[src/rtl/apc_pkg.sv]
// ----------------------------------------------------------------------------
// apc_pkg: shared types, constants and helpers of the anaglyph pixel combiner
// Luma weights in Q8, channel limits, mode codes and stage control groups.
// ----------------------------------------------------------------------------
`default_nettype none

package apc_pkg;

    // Luma weights: 0.21 / 0.72 / 0.07 in Q8
    localparam logic [7:0] LUMA_KR = 8'd54;
    localparam logic [7:0] LUMA_KG = 8'd184;
    localparam logic [7:0] LUMA_KB = 8'd18;

    // Largest value of one color channel
    localparam logic [7:0] CH_MAX = 8'd255;

    // Widths of the luma path (max sum is 65280)
    localparam int PIX_W  = 24;
    localparam int LUMA_W = 16;
    localparam int PR_W   = 14;   // 54 * 255
    localparam int PG_W   = 16;   // 184 * 255
    localparam int PB_W   = 13;   // 18 * 255

    typedef enum logic {
        MODE_ANAGLYPH = 1'b0,
        MODE_GRAY     = 1'b1
    } t_mode;

    // Load enables of the two luma stages
    typedef struct packed {
        logic ld_prod;
        logic ld_sum;
    } t_lum_ctl;

    // Clamp a 9-bit value to one channel
    function automatic logic [7:0] sat8(input logic [8:0] v);
        logic [7:0] res;
        res = v[8] ? CH_MAX : v[7:0];
        return res;
    endfunction

endpackage

`default_nettype wire

[src/rtl/anaglyph_pixel_combiner.sv]
// ----------------------------------------------------------------------------
// anaglyph_pixel_combiner: red-blue anaglyph or grayscale of a pixel pair
// Three-stage pipeline: weighted channels, luma sums, channel mix.
// ----------------------------------------------------------------------------
// An accepted input beat passes the product, sum and mix registers in turn to its output.
// Throughput: one beat per cycle; each stage moves on when the next one
// is empty or moving, so a stalled sink freezes only the unbroken run of
// full stages at the output; stages behind the first empty one keep moving.
// Reset: synchronous, active low; clears the stage valid bits only.
`default_nettype none

module anaglyph_pixel_combiner
    import apc_pkg::*;
(
    input  wire logic             i_clk,
    input  wire logic             i_rst_n,
    input  wire logic             i_valid,
    output logic                  o_ready,
    input  wire logic             i_mode,
    input  wire logic [PIX_W-1:0] i_left_pixel,
    input  wire logic [PIX_W-1:0] i_right_pixel,
    output logic                  o_valid,
    input  wire logic             i_ready,
    output logic      [PIX_W-1:0] o_out_pixel
);

    logic  r_v1;
    logic  r_v2;
    logic  r_v3;
    t_mode r_mode1;
    t_mode r_mode2;

    logic     rdy1;
    logic     rdy2;
    logic     rdy3;
    t_lum_ctl lum_ctl;

    logic [LUMA_W-1:0] luma_l;
    logic [LUMA_W-1:0] luma_r;

    // A stage takes a beat when it is empty or its beat moves on
    always_comb begin
        rdy3            = !r_v3 || i_ready;
        rdy2            = !r_v2 || rdy3;
        rdy1            = !r_v1 || rdy2;
        lum_ctl.ld_prod = rdy1;
        lum_ctl.ld_sum  = rdy2;
    end

    assign o_ready = rdy1;

    // Advance valid bits
    always_ff @(posedge i_clk) begin
        if (!i_rst_n) begin
            r_v1 <= 1'b0;
            r_v2 <= 1'b0;
            r_v3 <= 1'b0;
        end else begin
            if (rdy1) begin
                r_v1 <= i_valid;
            end
            if (rdy2) begin
                r_v2 <= r_v1;
            end
            if (rdy3) begin
                r_v3 <= r_v2;
            end
        end
    end

    // Carry the mode along with the data
    always_ff @(posedge i_clk) begin
        if (rdy1) begin
            r_mode1 <= t_mode'(i_mode);
        end
        if (rdy2) begin
            r_mode2 <= r_mode1;
        end
    end

    apc_luma u_luma_l (
        .i_clk   (i_clk),
        .i_ctl   (lum_ctl),
        .i_pixel (i_left_pixel),
        .o_luma  (luma_l)
    );

    apc_luma u_luma_r (
        .i_clk   (i_clk),
        .i_ctl   (lum_ctl),
        .i_pixel (i_right_pixel),
        .o_luma  (luma_r)
    );

    apc_mix u_mix (
        .i_clk    (i_clk),
        .i_ld     (rdy3),
        .i_mode   (r_mode2),
        .i_luma_l (luma_l),
        .i_luma_r (luma_r),
        .o_pixel  (o_out_pixel)
    );

    assign o_valid = r_v3;

endmodule

`default_nettype wire

[src/rtl/apc_luma.sv]
// ----------------------------------------------------------------------------
// apc_luma: two-stage Q8 luma of one 0xRRGGBB pixel
// Stage one registers the three weighted channels, stage two their sum.
// ----------------------------------------------------------------------------
`default_nettype none

module apc_luma
    import apc_pkg::*;
(
    input  wire logic              i_clk,
    input  wire t_lum_ctl          i_ctl,
    input  wire logic [PIX_W-1:0]  i_pixel,
    output logic      [LUMA_W-1:0] o_luma
);

    logic [PR_W-1:0]   r_prod_r;
    logic [PG_W-1:0]   r_prod_g;
    logic [PB_W-1:0]   r_prod_b;
    logic [LUMA_W-1:0] r_luma;

    logic [15:0] n_prod_r;
    logic [15:0] n_prod_g;
    logic [15:0] n_prod_b;
    logic [LUMA_W-1:0] n_luma;

    // Weight each channel
    always_comb begin
        n_prod_r = 16'(LUMA_KR) * 16'(i_pixel[23:16]);
        n_prod_g = 16'(LUMA_KG) * 16'(i_pixel[15:8]);
        n_prod_b = 16'(LUMA_KB) * 16'(i_pixel[7:0]);
    end

    always_ff @(posedge i_clk) begin
        if (i_ctl.ld_prod) begin
            r_prod_r <= n_prod_r[PR_W-1:0];
            r_prod_g <= n_prod_g[PG_W-1:0];
            r_prod_b <= n_prod_b[PB_W-1:0];
        end
    end

    // Add the weighted channels
    assign n_luma = LUMA_W'(r_prod_r) + LUMA_W'(r_prod_g) + LUMA_W'(r_prod_b);

    always_ff @(posedge i_clk) begin
        if (i_ctl.ld_sum) begin
            r_luma <= n_luma;
        end
    end

    assign o_luma = r_luma;

endmodule

`default_nettype wire

[src/rtl/apc_mix.sv]
// ----------------------------------------------------------------------------
// apc_mix: channel mixing and output register
// Builds the saturated anaglyph pixel from both luma values, or the grayscale pixel from the left luma.
// ----------------------------------------------------------------------------
`default_nettype none

module apc_mix
    import apc_pkg::*;
(
    input  wire logic              i_clk,
    input  wire logic              i_ld,
    input  wire t_mode             i_mode,
    input  wire logic [LUMA_W-1:0] i_luma_l,
    input  wire logic [LUMA_W-1:0] i_luma_r,
    output logic      [PIX_W-1:0]  o_pixel
);

    logic [PIX_W-1:0] r_pixel;
    logic [PIX_W-1:0] n_pixel;

    logic [7:0] l_dbl;
    logic [7:0] r_dbl;
    logic [6:0] l_half;
    logic [6:0] r_half;
    logic [7:0] ch_r;
    logic [7:0] ch_g;
    logic [7:0] ch_b;

    // Double luma feeds its own channel, half luma the others
    always_comb begin
        l_dbl  = sat8(i_luma_l[15:7]);
        r_dbl  = sat8(i_luma_r[15:7]);
        l_half = i_luma_l[15:9];
        r_half = i_luma_r[15:9];
        ch_r   = sat8(9'(l_dbl) + 9'(r_half));
        ch_g   = sat8(9'(l_half) + 9'(r_half));
        ch_b   = sat8(9'(l_half) + 9'(r_dbl));
        if (i_mode == MODE_GRAY) begin
            n_pixel = {i_luma_l[15:8], i_luma_l[15:8], i_luma_l[15:8]};
        end else begin
            n_pixel = {ch_r, ch_g, ch_b};
        end
    end

    // Hold the result until the sink takes it
    always_ff @(posedge i_clk) begin
        if (i_ld) begin
            r_pixel <= n_pixel;
        end
    end

    assign o_pixel = r_pixel;

endmodule

`default_nettype wire

[config.mk]
export PLATFORM = sky130hd
export DESIGN_NAME = anaglyph_pixel_combiner
export DESIGN_NICKNAME = d
export VERILOG_FILES = /design/src/rtl/apc_pkg.sv /design/src/rtl/anaglyph_pixel_combiner.sv /design/src/rtl/apc_luma.sv /design/src/rtl/apc_mix.sv
export SDC_FILE = /design/constraint.sdc
export NUM_CORES = 1
export LEC_CHECK = 0
export ABC_AREA = 0
export BUFFER_PORTS_ARGS = -buffer_cell sky130_fd_sc_hd__buf_2
export CAP_MARGIN = 0
export CORE_MARGIN = 2
export CORE_UTILIZATION = 48
export CTS_CLUSTER_DIAMETER = 50
export DETAILED_ROUTE_END_ITERATION = 12
export PLACE_DENSITY = 0.66
export SETUP_SLACK_MARGIN = 0.4
export SLEW_MARGIN = 20
export SYNTH_ARGS = -nofsm -noshare
export SYNTH_HDL_FRONTEND = slang
export SYNTH_HIERARCHICAL = 1
export SYNTH_SLANG_ARGS = --single-unit
[constraint.sdc]
create_clock -name i_clk -period 9.13 [get_ports i_clk]
set_input_delay 0 -clock i_clk [delete_from_list [all_inputs] [get_ports i_clk]]
set_output_delay 0 -clock i_clk [all_outputs]
set_load 0.005 [all_outputs]
Word-level counts from Yosys, hierarchy flattened
Cells that the tools add are included.
{"block": "word_totals", "out_inout_bits": 26, "n_memories": 0, "reg_bits": 137, "latchBits": 0, "mem_bits_rw": 0, "in_bits": 53, "elab_cells": 39, "romBits": 0}
{"block": "classes", "addsub": 7, "multipliers": 6, "n_shift": 0, "n_reduce_logical": 6, "eq_ne": 0, "mux": 6, "bitwise_logic": 0, "div": 0, "order_cmp": 0}
{"operator": "multiplier 5 x 8 -> 13 bit (first input constant)", "count": 4}
{"operator": "two-way mux 8 bit", "count": 5}
{"operator": "adder 14 x 16 -> 16 bit", "count": 2}
{"operator": "adder 16 x 13 -> 16 bit", "count": 2}
{"operator": "multiplier 4 x 8 -> 12 bit (first input constant)", "count": 2}
{"operator": "two-way mux 24 bit", "count": 1}
{"operator": "adder 7 x 8 -> 9 bit", "count": 1}
{"operator": "adder 8 x 7 -> 9 bit", "count": 1}
{"operator": "adder 7 x 7 -> 8 bit", "count": 1}
{"operator": "zero test 1 bit", "count": 3}
{"operator": "logical OR 1 bit", "count": 3}

Longest topological paths before layout
{"block": "logic_depth", "ltp_word": 4, "depth_mapped": 12, "depth_no_buf": 12}

By module
The synthesis kept the hierarchy.
{"mod": "apc_luma (u_luma_l)", "cells_per_inst": 387, "area_each_um2": 4536.9, "seq_area_each_um2": 1591.5, "n_inst": 1}
{"mod": "apc_luma (u_luma_r)", "cells_per_inst": 388, "area_each_um2": 4475.5, "seq_area_each_um2": 1591.5, "n_inst": 1}
{"mod": "apc_mix", "cells_per_inst": 193, "area_each_um2": 1883.1, "seq_area_each_um2": 720.7, "n_inst": 1}
{"mod": "anaglyph_pixel_combiner", "cells_per_inst": 14, "area_each_um2": 182.7, "seq_area_each_um2": 120.1, "n_inst": 1}

Worst setup path before layout
OpenSTA, ideal clock, no wires.
{"block": "synth_timing", "kind": "input to register", "startpoint": "input i_left_pixel[11]", "endpoint": "register u_luma_l.r_prod_g[15], data pin", "path_slack_ns": 6.166, "setup_time_ns": 0.261, "t_arrival_ns": 2.703, "required_ns": 8.869, "path_buffers": 0, "cell_stages": 10, "cell_sequence": "ha_1 > fa_1 > inv_1 > fa_1 > inv_1 > ha_1 > or4_1 > o21ai_0 > a211oi_1 > a311o_1"}
{"block": "synth_between", "elab_chain_len": 1}
{"item": "from (decl)", "line": "anaglyph_pixel_combiner.sv:20", "source": "input wire logic [PIX_W-1:0] i_left_pixel,"}
{"item": "multiplier 5 x 8 -> 13 bit", "line": "apc_luma.sv:29", "source": "n_prod_g = 16'(LUMA_KG) * 16'(i_pixel[15:8]);"}
{"item": "net u_luma_l.n_prod_g[15]", "line": "apc_luma.sv:22", "source": "logic [15:0] n_prod_g;"}
{"item": "to (signal assigned)", "line": "apc_luma.sv:36", "source": "r_prod_g <= n_prod_g[PG_W-1:0];"}
{"item": "to (decl)", "line": "apc_luma.sv:17", "source": "logic [PG_W-1:0] r_prod_g;"}
The timed path passes the listed nets, and every way through them passes these cells.
A chain may end at the register's enable or synchronous reset.

Worst setup path in the final report
{"block": "layout_timing", "startpoint": "input i_left_pixel[9]", "endpoint": "register u_luma_l.r_prod_g[15], data pin"}
The elaborated chain is that of the path after synthesis.

==> run metrics <==
Via Count=7232; Syn Nets=between 1k and 1.5k; Worst Clk Skew=0.00471 ns; post-route cell area=about 12000 µm²; total power=4.25 mW; die footprint=about 23000 µm²; outcome=complete, no violations; RSZ-0062 raised after global routing=no; First-pass DRT Iterations=5; largest net degree at the start of global routing=79; mapped cell area=10600 µm²; final period utilization=0.359; Die Ht=153 µm; Setup TNS Final=0 ns; Horiz. Die Dim=153 µm; CTS Buffer Depth=2; WS Path Type=in2reg; wirelength, routed=19500 µm; Post-Synthesis Cells=around 950; Clock transition at path regs=~0.050 ns; Overflow after GRT=0; drc violations=0; worst-skew pair later-pin latency=~0.41 ns; Buffers on Ports=78; CTS buffer count=17; Final Core Density=0.559; cell row count=54; Top Ports=around 80; H-tree depth=4; layout cells sized above 1=0.130; crit path launch type=primary input; initial drt markers=~460; Max Slew Vio Count=0; n_diodes=0; gpl congestion=a little under 0.9; min Tclk post-route=3.28 ns; worst hold margin=0.0301 ns; Final Hold Fails=0; peak fanout along the critical path=5; Max VDD drop=about 0.00013 V; Pwr per Cell Area=~350 nW/µm²; clk sinks=123; CP arrival=3.44 ns; Slew @ Worst Pin=slightly below 1 ns; core area=between 20000 and 25000 µm²; hpwl dp=roughly 16000 µm; Worst Hold Class=in2reg; relative slew slack=0.348; vias in the first global route=7037; TritonCTS clock tree=yes; Final setup viols=0; vias per inst=between 5 and 6; routed len/inst=14.3 µm; Inst Count DP=between 1k and 1.5k; antenna violations before repair=0; commonest cells after routing, fill and taps aside=ha_1, edfxtp_1, inv_1; crit end category=flip-flop; leakage power=~5.5 nW; Non-Filler Instances=1364; WP data required=9.29 ns; antenna viol nets, final=0; Setup WS post-layout=a little under 6 ns; all-layer global routing usage=0.175; Setup Fix Bufs, Post-CTS=0; syn_area_per_cell=roughly 11 µm²; Nets=around 1.4k; total of max-cap violations=0; Layout Area Growth over Synthesis=14.7%; pre-CTS setup slack=slightly below 6 ns; first-pass GRT wire length=~33000 µm; synth warn=6; Fmax=roughly 300 MHz; most common cell after layout, fill and taps aside=ha_1; Area after DPL=11300 µm²; Starting Density=0.487; clk root buf=clkbuf_16
==> where the power goes <==
group          switching, mW  leakage (nW)  internal [mW]
registers              0.141          1.29          0.992
clock network          0.235         0.274          0.425
logic                   1.33          3.94           1.12
==> area by class of cell <==
type	instances	area, µm²
sequential	123	3660
clock buffer	19	433
fill	1932	9600
clock inverter	13	151
timing repair buffer	103	638
tap	280	350
inverter	110	413
multi-input combinational	716	6510
==> critical path, cell delays in order <==
cell	delay, ns
dlygate4sd3_1	0.53
buf_2	0.14
ha_1	0.28
inv_1	0.08
fa_1	0.44
fa_1	0.52
inv_1	0.04
ha_1	0.34
o21a_1	0.14
o31ai_1	0.12
a211oi_1	0.39
nor4_1	0.08
a311o_1	0.33
==> path summary, 6_finish.rpt <==
check | slack [ns] | endpoint | startpoint | depth (start not counted)
worst max-delay path | 5.85 | u_luma_l/r_prod_g[15]$_DFFE_PP_ | i_left_pixel[9] | 13
worst min-delay path | 0.03 | o_valid$_SDFFE_PN0P_ | i_ready | 3
worst max register to register | 6.32 | u_mix/o_pixel[17]$_DFFE_PP_ | u_luma_l/o_luma[15]$_DFFE_PP_ | 9
worst min register to register | 0.42 | r_mode2$_DFFE_PP_ | r_mode1$_DFFE_PP_ | 0
==> what timing repair did <==
action,CTS,global route
endpoints found under the setup margin,0,0
endpoints found under the hold margin,26,0
hold buffers,24,0
gates resized for setup,0,0
==> flip-flops by register name (all words and copies together) (netlist names) <==
signal             flops
u_mix/o_pixel         24
u_luma_l/r_prod_g     13
u_luma_l/r_prod_r     13
u_luma_r/r_prod_g     13
u_luma_r/r_prod_r     13
u_luma_l/r_prod_b     12
u_luma_r/r_prod_b     12
u_luma_l/o_luma        9
u_luma_r/o_luma        9
o_valid                1
r_mode1                1
r_mode2                1
r_v1                   1
r_v2                   1
==> per-layer routing <==
metal | global-route usage | part of all wire | up-vias
met2 | 0.278 | 0.45 | 127
met3 | 0.0299 | 0.038 | 20
li1 | - | - | 3685
met1 | 0.250 | 0.50 | 3400
met5 | 0 | 0 | -
met4 | 0.0454 | 0.010 | 0
No activity file was read; power rests on OpenSTA's default activity.
